File: config.mk
export PLATFORM = sky130hd
export DESIGN_NAME = round_robin_task_scheduler_top
export DESIGN_NICKNAME = d
export VERILOG_FILES = /design/src/rtl/rrts_pkg.sv /design/src/rtl/rrts_cell.sv /design/src/rtl/rrts_queue.sv /design/src/rtl/round_robin_task_scheduler_top.sv
export SDC_FILE = /design/constraint.sdc
export NUM_CORES = 1
export LEC_CHECK = 0
export BUFFER_PORTS_ARGS = -buffer_cell sky130_fd_sc_hd__buf_4
export CORE_MARGIN = 2
export CORE_UTILIZATION = 55
export DETAILED_ROUTE_END_ITERATION = 10
export MAX_ROUTING_LAYER = met4
export PLACE_DENSITY_LB_ADDON = 0.12
export SLEW_MARGIN = 40
export SYNTH_ARGS = -nofsm -noshare
export SYNTH_HDL_FRONTEND = slang
export SYNTH_SLANG_ARGS = --single-unit
File: constraint.sdc
create_clock -name clk -period 2.75 [get_ports clk]
set_input_delay 0.1375 -clock clk [delete_from_list [all_inputs] [get_ports clk]]
set_output_delay 0.1375 -clock clk [all_outputs]
set_load 0.05 [all_outputs]
File: src/rtl/rrts_pkg.sv
`default_nettype none
package rrts_pkg;

  localparam int MAX_TASKS = 16;
  localparam int ID_W      = 4;

  localparam logic MODE_ADD  = 1'b0;
  localparam logic MODE_TICK = 1'b1;

  typedef struct packed {
    logic            mode;
    logic [ID_W-1:0] task_id;
    logic            still_runnable;
  } in_t;

  typedef struct packed {
    logic [ID_W-1:0] running_task;
    logic            running_valid;
    logic            switched;
    logic [ID_W-1:0] previous_task;
    logic            previous_valid;
    logic            overflow;
  } out_t;

  typedef struct packed {
    logic            push;
    logic            pop;
    logic [ID_W-1:0] push_id;
  } cell_ctl_t;

endpackage
`default_nettype wire

File: src/rtl/rrts_cell.sv
`default_nettype none
module rrts_cell (
  input  logic                    clk,
  input  logic                    rst_n,
  input  rrts_pkg::cell_ctl_t     ctl,
  input  logic                    left_occ,
  input  logic                    right_occ,
  input  logic [rrts_pkg::ID_W-1:0] right_id,
  output logic                    occ,
  output logic [rrts_pkg::ID_W-1:0] id
);
  import rrts_pkg::*;

  logic            occ_r, occ_nxt;
  logic [ID_W-1:0] id_r, id_nxt;

  always_comb begin
    occ_nxt = occ_r;
    id_nxt  = id_r;
    priority if (ctl.pop && ctl.push) begin
      if (occ_r && !right_occ) begin
        id_nxt = ctl.push_id;
      end else if (occ_r) begin
        id_nxt = right_id;
      end
    end else if (ctl.pop) begin
      occ_nxt = right_occ;
      id_nxt  = right_id;
    end else if (ctl.push) begin
      if (!occ_r && left_occ) begin
        occ_nxt = 1'b1;
        id_nxt  = ctl.push_id;
      end
    end else begin
      occ_nxt = occ_r;
      id_nxt  = id_r;
    end
  end

  always_ff @(posedge clk) begin
    if (!rst_n) begin
      occ_r <= 1'b0;
    end else begin
      occ_r <= occ_nxt;
    end
  end

  always_ff @(posedge clk) begin
    id_r <= id_nxt;
  end

  assign occ = occ_r;
  assign id  = id_r;

endmodule
`default_nettype wire

File: src/rtl/rrts_queue.sv
`default_nettype none
module rrts_queue (
  input  logic                      clk,
  input  logic                      rst_n,
  input  rrts_pkg::cell_ctl_t       ctl,
  output logic [rrts_pkg::ID_W-1:0] head_id,
  output logic                      empty,
  output logic                      full
);
  import rrts_pkg::*;

  logic            occ_w [MAX_TASKS];
  logic [ID_W-1:0] id_w  [MAX_TASKS];

  for (genvar i = 0; i < MAX_TASKS; i++) begin : g_cell
    logic            left_occ;
    logic            right_occ;
    logic [ID_W-1:0] right_id;

    if (i == 0) begin : g_first
      assign left_occ = 1'b1;
    end else begin : g_mid_l
      assign left_occ = occ_w[i-1];
    end

    if (i == MAX_TASKS-1) begin : g_last
      assign right_occ = 1'b0;
      assign right_id  = '0;
    end else begin : g_mid_r
      assign right_occ = occ_w[i+1];
      assign right_id  = id_w[i+1];
    end

    rrts_cell u_cell (
      .clk       (clk),
      .rst_n     (rst_n),
      .ctl       (ctl),
      .left_occ  (left_occ),
      .right_occ (right_occ),
      .right_id  (right_id),
      .occ       (occ_w[i]),
      .id        (id_w[i])
    );
  end

  assign head_id = id_w[0];
  assign empty   = !occ_w[0];
  assign full    = occ_w[MAX_TASKS-1];

  // Occupancy must stay a contiguous run starting at the head cell.
  assert property (@(posedge clk) disable iff (!rst_n) full |-> !empty)
    else $error("queue full while head cell is empty");

  assert property (@(posedge clk) disable iff (!rst_n)
    (ctl.pop && !ctl.push) |=> !full)
    else $error("queue still full after a pop without push");

endmodule
`default_nettype wire

File: src/rtl/round_robin_task_scheduler_top.sv
// Channel  Handshake                  Payload
// input    start, busy                in_data  (rrts_pkg::in_t)
// result   out_strobe                 out_data (rrts_pkg::out_t)
//
// A beat is accepted on a rising edge with start high and busy low; busy stays low.
// Each accepted beat yields one result beat in the following cycle, so one item per cycle.
// The ready queue is a row of cells that shift toward the head on every pop.
// Reset is synchronous and active low; the queue comes up empty with no task running.
// The receiver cannot stall; out_strobe is high for exactly one cycle per result.
`default_nettype none
module round_robin_task_scheduler_top (
  input  logic           clk,
  input  logic           rst_n,
  input  logic           start,
  output logic           busy,
  input  rrts_pkg::in_t  in_data,
  output logic           out_strobe,
  output rrts_pkg::out_t out_data
);
  import rrts_pkg::*;

  logic            accept;
  logic            is_tick;
  logic            do_switch;
  logic [ID_W-1:0] head_id;
  logic            empty;
  logic            full;
  cell_ctl_t       ctl;

  logic            cur_valid_r, cur_valid_nxt;
  logic [ID_W-1:0] cur_id_r, cur_id_nxt;
  logic            strobe_r;
  out_t            res_r, res_nxt;

  assign busy      = 1'b0;
  assign accept    = start && !busy;
  assign is_tick   = (in_data.mode == MODE_TICK);
  assign do_switch = accept && is_tick && !empty;

  always_comb begin
    ctl.pop     = do_switch;
    ctl.push    = accept && ((!is_tick && !full) ||
                             (do_switch && cur_valid_r && in_data.still_runnable));
    ctl.push_id = is_tick ? cur_id_r : in_data.task_id;
  end

  rrts_queue u_queue (
    .clk     (clk),
    .rst_n   (rst_n),
    .ctl     (ctl),
    .head_id (head_id),
    .empty   (empty),
    .full    (full)
  );

  always_comb begin
    cur_valid_nxt = cur_valid_r;
    cur_id_nxt    = cur_id_r;
    if (do_switch) begin
      cur_valid_nxt = 1'b1;
      cur_id_nxt    = head_id;
    end
    res_nxt.running_task   = cur_valid_nxt ? cur_id_nxt : '0;
    res_nxt.running_valid  = cur_valid_nxt;
    res_nxt.switched       = do_switch;
    res_nxt.previous_valid = do_switch && cur_valid_r;
    res_nxt.previous_task  = (do_switch && cur_valid_r) ? cur_id_r : '0;
    res_nxt.overflow       = accept && !is_tick && full;
  end

  always_ff @(posedge clk) begin
    if (!rst_n) begin
      cur_valid_r <= 1'b0;
      cur_id_r    <= '0;
      strobe_r    <= 1'b0;
    end else begin
      cur_valid_r <= cur_valid_nxt;
      cur_id_r    <= cur_id_nxt;
      strobe_r    <= accept;
    end
  end

  always_ff @(posedge clk) begin
    if (accept) begin
      res_r <= res_nxt;
    end
  end

  assign out_strobe = strobe_r;
  assign out_data   = res_r;

  assert property (@(posedge clk) disable iff (!rst_n) accept |=> out_strobe)
    else $error("accepted beat produced no result");

  assert property (@(posedge clk) disable iff (!rst_n)
    out_strobe && out_data.switched |-> out_data.running_valid)
    else $error("switch reported with no running task");

  assert property (@(posedge clk) disable iff (!rst_n)
    out_strobe && out_data.overflow |-> !out_data.switched && !out_data.previous_valid)
    else $error("overflow reported on a tick");

  assert property (@(posedge clk) disable iff (!rst_n)
    do_switch && cur_valid_r && !in_data.still_runnable |=> !full)
    else $error("blocked task switch left the queue full");

endmodule
`default_nettype wire
==> results.json, run 1 <==
{
  "place_area_um2": 4969,
  "rows": 33,
  "slew_viol_final": 0,
  "cts_hold_buf": 0,
  "synthToLayoutAreaGrowth_pct": 9.296,
  "setup_ws_ps": 340.1,
  "antenna_found_initial": 0,
  "clk_latency_ps": 360,
  "clkTransAtPathRegs_ps": 90,
  "hold_violations": 0,
  "fin_tns_setup_ps": 0,
  "top_layer": "met4",
  "cts_tree": "done",
  "antennaDiodeCount": 0,
  "post_cts_resized": 0,
  "via_per_inst": 6.014,
  "io_buffers": 21,
  "ys_seq_area_frac": 0.5763,
  "min_path_type": "primary input to register",
  "worst-endpoint-arrival_ps": 2400,
  "cts.sinks": 98,
  "period_share": 0.8763,
  "core_um2": 8258,
  "clock-skew-final_ps": 12.85,
  "fillerInstances": 656,
  "clockRootBuffer": "clkbuf_8",
  "post_cts_buffers": 0,
  "syn_inst": 364,
  "p_leak_nw": 1.891,
  "htree_levels": 3,
  "power_density_nw_per_um2": 556.9,
  "mappedNetlistNets": 376,
  "start_util": 0.5721,
  "vdd_ir_drop_max_uv": 288.9,
  "synth_edf_count": 76,
  "critPathRequiredTime_ps": 2740,
  "wl_met2_um": 4394,
  "clockBufferDepth": 2,
  "drt_iter0_drc": 172,
  "endpoint_kind": "register",
  "r2r_start": "cur_valid_r$_SDFF_PN0_",
  "synthFlopType": "edfxtp_1",
  "period_minus_slack_ps": 2410,
  "path_class": "register to register",
  "die-height_um": 96.68,
  "die_x_um": 96.68,
  "critical_path.endpoint": "u_queue.g_cell[3].u_cell.id[1]$_DFFE_PP_",
  "rsz0062_at_grt": "no",
  "yosys_warnings": 0,
  "wl_per_cell_um": 18.71,
  "timing.rr.end": "u_queue.g_cell[3].u_cell.id[1]$_DFFE_PP_",
  "tightest_slew_ps": 587.7,
  "yosysUniqueCellTypes": 35,
  "drv_cap": 0,
  "worstPathMaxFanout": 17,
  "first_global_vias": 2945,
  "cts_buffers": 9,
  "finalWirelength_um": 9038,
  "start_kind": "register",
  "grt_overflow": 0,
  "synth-seq-cells": 98,
  "place_hpwl_um": 5827,
  "post-place-ws_ps": 391.1,
  "drt-met1-wl_um": 4300,
  "ant_nets": 0,
  "slew_headroom": 0.6052,
  "fin_area_um2": 5164,
  "grt_max_degree": 32,
  "startpoint": "cur_valid_r$_SDFF_PN0_",
  "r2r_slack_ps": 340,
  "die_area_um2": 9347,
  "layout.nets": 385,
  "vias": 2905,
  "r2r_cells": 7,
  "max_freq_ghz": 0.4149,
  "dr.pass1.iters": 4,
  "layout-drive-gt1-share": 0.3519,
  "syn_area_um2": 4725,
  "gp_congestion": 0.7668,
  "syn_area_per_cell_um2": 12.98,
  "outcome": "finished clean",
  "grt_pass1_wl_um": 15030,
  "synthArstFlopShare": 0,
  "drc": 0,
  "gr-usage-all-layers": 0.2080,
  "ios": 23,
  "setup_viol": 0,
  "wl_met3_um": 206
}
[layout by cell type, fill, tap and decap left out, drive strengths merged]
master	count
edfxtp	76
mux2	64
buf	30
nor2b	29
nor3	29
dfxtp	22
nand2	15
a21o	14
o221a	14
a31oi	12
clkbuf	11
a211oi	9
and3	5
and2	5
o21a	4
a21oi	4
a21boi	4
o31a	4
nand3	4
nand2b	3
nor2	3
ha	3
o21ai	2
clkinvlp	2
clkinv	2
inv	1
o22ai	1
nand4	1
and3b	1
or3	1
o211a	1
conb	1
bufinv	1
[per-stage QoR]
stage          power, mW  utilization  hold WS [ps]  std cells
5_1_grt            2.975       0.6253         137.0        483
3_3_place_gp       1.985       0.6017         481.3        467
4_1_cts            2.897       0.6253         123.8        483
3_5_place_dp       1.993       0.6017         490.8        467
2_1_floorplan      1.915            -         250.0        364
6_report           2.875       0.6253         145.6        483
[where the power goes]
part	internal (mW)	leakage, nW	switching (mW)
Clock	0.441	0.0930	0.475
Sequential	1.64	0.890	0.0194
Combinational	0.127	0.908	0.173
Total	2.21	1.89	0.668
[worst max-delay path, cell delays in order, from the launching register on]
cell,delay (ps)
dfxtp_1,540
nand4_1,120
o21ai_0,120
and2_1,190
ha_1,270
buf_4,240
nor3_1,90
nor3_1,480
[registers in the layout, indices dropped and copies added, names as in the netlist]
name and flops:
out_strobe 1, cur_id_r 4, u_queue.g_cell.u_cell.id 64, out_data 12
cur_valid_r 1, u_queue.g_cell.u_cell.occ 16
[Yosys cell counts, drive strengths merged (5+ instances only)]
| library cell | count | share of area |
|---|---|---|
| nor3 | 29 | 0.031 |
| edfxtp | 76 | 0.48 |
| nand2 | 15 | 0.012 |
| o221a | 14 | 0.033 |
| nor2b | 29 | 0.038 |
| dfxtp | 22 | 0.093 |
| and2 | 5 | 0.0066 |
| buf | 12 | 0.017 |
| a211oi | 9 | 0.014 |
| mux2 | 64 | 0.15 |
| clkbuf | 20 | 0.016 |
| a31oi | 12 | 0.016 |
| and3 | 5 | 0.0066 |
| a21o | 14 | 0.025 |
[final cells by class]
cell class | instances | area, um2 | share of cell area
Clock inverter | 5 | 53.80 | 0.01042
Multi-Input combinational cell | 233 | 1886 | 0.3652
Tap cell | 105 | 131.4 | 0.02544
Inverter | 1 | 3.754 | 0.0007269
Sequential cell | 98 | 2723 | 0.5273
Clock buffer | 11 | 141.4 | 0.02738
Timing Repair Buffer | 30 | 225.2 | 0.04362
[per-layer routing]
layer	up-vias	track usage
li1	1396	-
met1	1456	0.2753
met2	43	0.3216
met3	10	0.03902
met4	0	0.07909
met5	-	-
[logic make-up after synthesis]
kind of cell / count (synthesis) / share of synthesized area
AOI/OAI and AO/OA: 69 / 0.1184
adders and majority gates: 3 / 0.007946
buffers and inverters: 33 / 0.03416
DFF: 98 / 0.5763
muxes: 64 / 0.1525
other: 1 / 0.0007937
and+or+nand+nor: 96 / 0.1099
[worst min path at each step]
stage                                       from                                    endpoint  slack, ps  cells past startpoint
after floorplan                            start                       out_data[0]$_DFFE_PP_        250                      0
after CTS                                  rst_n  u_queue.g_cell[15].u_cell.occ$_SDFFE_PN0P_        120                      2
final                                      rst_n  u_queue.g_cell[15].u_cell.occ$_SDFFE_PN0P_        150                      2
after global placement    cur_id_r[0]$_SDFF_PN0_                      cur_id_r[0]$_SDFF_PN0_        480                      2
after detailed placement  cur_id_r[0]$_SDFF_PN0_                      cur_id_r[0]$_SDFF_PN0_        490                      2
after global routing                       rst_n  u_queue.g_cell[15].u_cell.occ$_SDFFE_PN0P_        140                      2
Note: power is estimated with default switching activity, not from simulation.
==> run 2: changes to the inputs <==
ABC_AREA = 1   (was not set)
==> results.json, run 2 <==
{
  "tightest_slew_ps": 761.7,
  "place_hpwl_um": 7771,
  "antenna_found_initial": 0,
  "worst_path_largest_cell_delay_ps": 380,
  "worst-endpoint-arrival_ps": 2540,
  "synth_top_family_by_area": "compound AO/OA/AOI/OAI gates",
  "synthToLayoutAreaGrowth_pct": 6.649,
  "worstPathMaxFanout": 41,
  "p_comb_frac": 0.119,
  "p_leak_nw": 2.279,
  "syn_inst": 629,
  "die_area_um2": 10270,
  "hold_violations": 0,
  "clock-skew-final_ps": 11.28,
  "first_global_vias": 4143,
  "endpoint_kind": "register",
  "io_buffers": 21,
  "vias": 4447,
  "synth_fa_ha_area_frac": 0.007201,
  "vdd_ir_drop_max_uv": 253.4,
  "drv_cap": 0,
  "final_cells": 744,
  "layout.nets": 640,
  "slowest_stage": "dfxtp_1",
  "largest_reg_flops": 64,
  "cts_buffers": 9,
  "slew_headroom": 0.4922,
  "mappedNetlistNets": 641,
  "synth-seq-cells": 98,
  "wl_per_cell_um": 17.06,
  "hp-start": "rst_n",
  "drt_iter0_drc": 356,
  "placedCellCount": 728,
  "finalWirelength_um": 12700,
  "synth_edf_count": 76,
  "startpoint": "u_queue.g_cell[0].u_cell.occ$_SDFFE_PN0P_",
  "ant_nets": 0,
  "clockRootBuffer": "clkbuf_8",
  "via_per_inst": 5.977,
  "total_power_mw": 3.019,
  "clk_latency_ps": 380,
  "p_clk_frac": 0.329,
  "synth_most_common_cell": "a21oi_1",
  "whs_ps": 139.0,
  "layout-drive-gt1-share": 0.09637,
  "drc": 0,
  "fin_tns_setup_ps": 0,
  "rsz0062_at_grt": "no",
  "rows": 35,
  "p_seq_frac": 0.552,
  "synth_common_cells": "a21oi_1, nand2_1, edfxtp_1, inv_1, dfxtp_1",
  "yosys.area.top_type": "edfxtp_1",
  "min_path_type": "primary input to register",
  "setup_viol": 0,
  "post_cts_resized": 0,
  "yosysTopAreaCellShare": 0.4378,
  "outcome": "finished clean",
  "syn_area_um2": 5212,
  "syn_area_per_cell_um2": 8.287,
  "clockBufferDepth": 2,
  "synth_compound_area_frac": 0.2259,
  "cts_hold_buf": 0,
  "yosys_warnings": 0,
  "critical_path.cell_chain": "nand2_2 -> nor2_8 -> nand3_4 -> nand2_1 -> nand2_1 -> inv_1 -> ha_1 -> inv_4 -> buf_4 -> o21a_1",
  "ios": 23,
  "synth_mux_area_frac": 0,
  "die-height_um": 101.4,
  "gp_congestion": 0.8561,
  "synth_area_leaders": "edfxtp_1, a21oi_1, nand2_1",
  "antennaDiodeCount": 0,
  "power_switching_uw": 840.3,
  "path_class": "register to register",
  "die_x_um": 101.4,
  "final_common_cell": "a21oi_1",
  "synthFlopType": "edfxtp_1",
  "period_share": 0.8939,
  "ys_seq_area_frac": 0.5223,
  "gr-usage-all-layers": 0.2720,
  "final_core_util": 0.6045,
  "r2r_start": "u_queue.g_cell[0].u_cell.occ$_SDFFE_PN0P_",
  "cts.sinks": 98,
  "start_util": 0.5668,
  "clkTransAtPathRegs_ps": 100,
  "synthArstFlopShare": 0,
  "fin_area_um2": 5559,
  "yosysUniqueCellTypes": 25,
  "p_sw_frac": 0.2783,
  "slew_viol_final": 0,
  "grt_max_degree": 79,
  "power.internal_mw": 2.179,
  "grt_overflow": 0,
  "core_um2": 9196,
  "dr.pass1.iters": 5,
  "max_freq_ghz": 0.4068,
  "htree_levels": 3,
  "setup_ws_ps": 291.8,
  "start_kind": "register",
  "cts_tree": "done",
  "crit_top_cell": "nand2_1",
  "critPathRequiredTime_ps": 2830,
  "yosys.area_share.simple": 0.1599,
  "place_area_um2": 5326,
  "power_density_nw_per_um2": 543.1,
  "layout_common_cells": "a21oi_1, nand2_1, edfxtp_1, inv_1, buf_4",
  "post_cts_buffers": 0,
  "fillerInstances": 823,
  "grt_pass1_wl_um": 21040,
  "synth_xor_xnor_area_share": 0,
  "period_minus_slack_ps": 2458,
  "post-place-ws_ps": 48.77
}
run 2: cell count changes after synthesis, moves of 16 or more:
cell / delta
a21oi_1: +208
nand2_1: +133
mux2_2: -64
inv_1: +53
nor2b_1: -29
nor3_1: -27
nor2_1: +16
o21ai_0: +16
run 2: layout make-up:
class	count	area, um2	share of cell area
clock buffer	9	123.9	0.02228
clock inverter	7	82.58	0.01485
inverter	57	216.5	0.03894
multi-input combinational	436	2076	0.3734
sequential	98	2723	0.4898
tap	111	138.9	0.02498
timing repair buffer	26	198.9	0.03579
run 2: cell families after synthesis:
kind of cell,Yosys count
AO/OA/AOI/OAI,234
flip-flops,98
buffers and inverters,95
other,1
AND/OR/NAND/NOR,198
adder cells (fa/ha/maj),3
run 2: worst paths after layout:
| kind | cells after the start | slack [ps] | end |
|---|---|---|---|
| hold / removal | 3 | 140 | out_strobe$_SDFF_PN0_ |
| setup reg to reg | 10 | 290 | u_queue.g_cell[1].u_cell.id[2]$_DFFE_PP_ |
| setup / recovery | 10 | 290 | u_queue.g_cell[1].u_cell.id[2]$_DFFE_PP_ |
| hold reg to reg | 2 | 490 | u_queue.g_cell[12].u_cell.occ$_SDFFE_PN0P_ |
run 2: critical path, delay by kind of cell, from the launching register on:
family          cells  cell delay, ps
simple gates        5             450
fa+ha+maj           1             230
compound gates      1             250
flops               1             380
buf+inv             3             820
run 2: per-layer routing:
metal  GRT usage  share of wire
met1      0.3751           0.44
met2      0.4142           0.48
met3     0.03865          0.064
met4     0.09459          0.019
met5           -              0
run 2: power groups by stage:
stage	Combinational [mW]	Sequential [mW]	Clock [mW]
2_1_floorplan	0.233	1.72	0
3_3_place_gp	0.341	1.70	0
3_5_place_dp	0.351	1.70	0
4_1_cts	0.353	1.67	0.997
5_1_grt	0.401	1.67	1.06
6_report	0.359	1.67	0.994
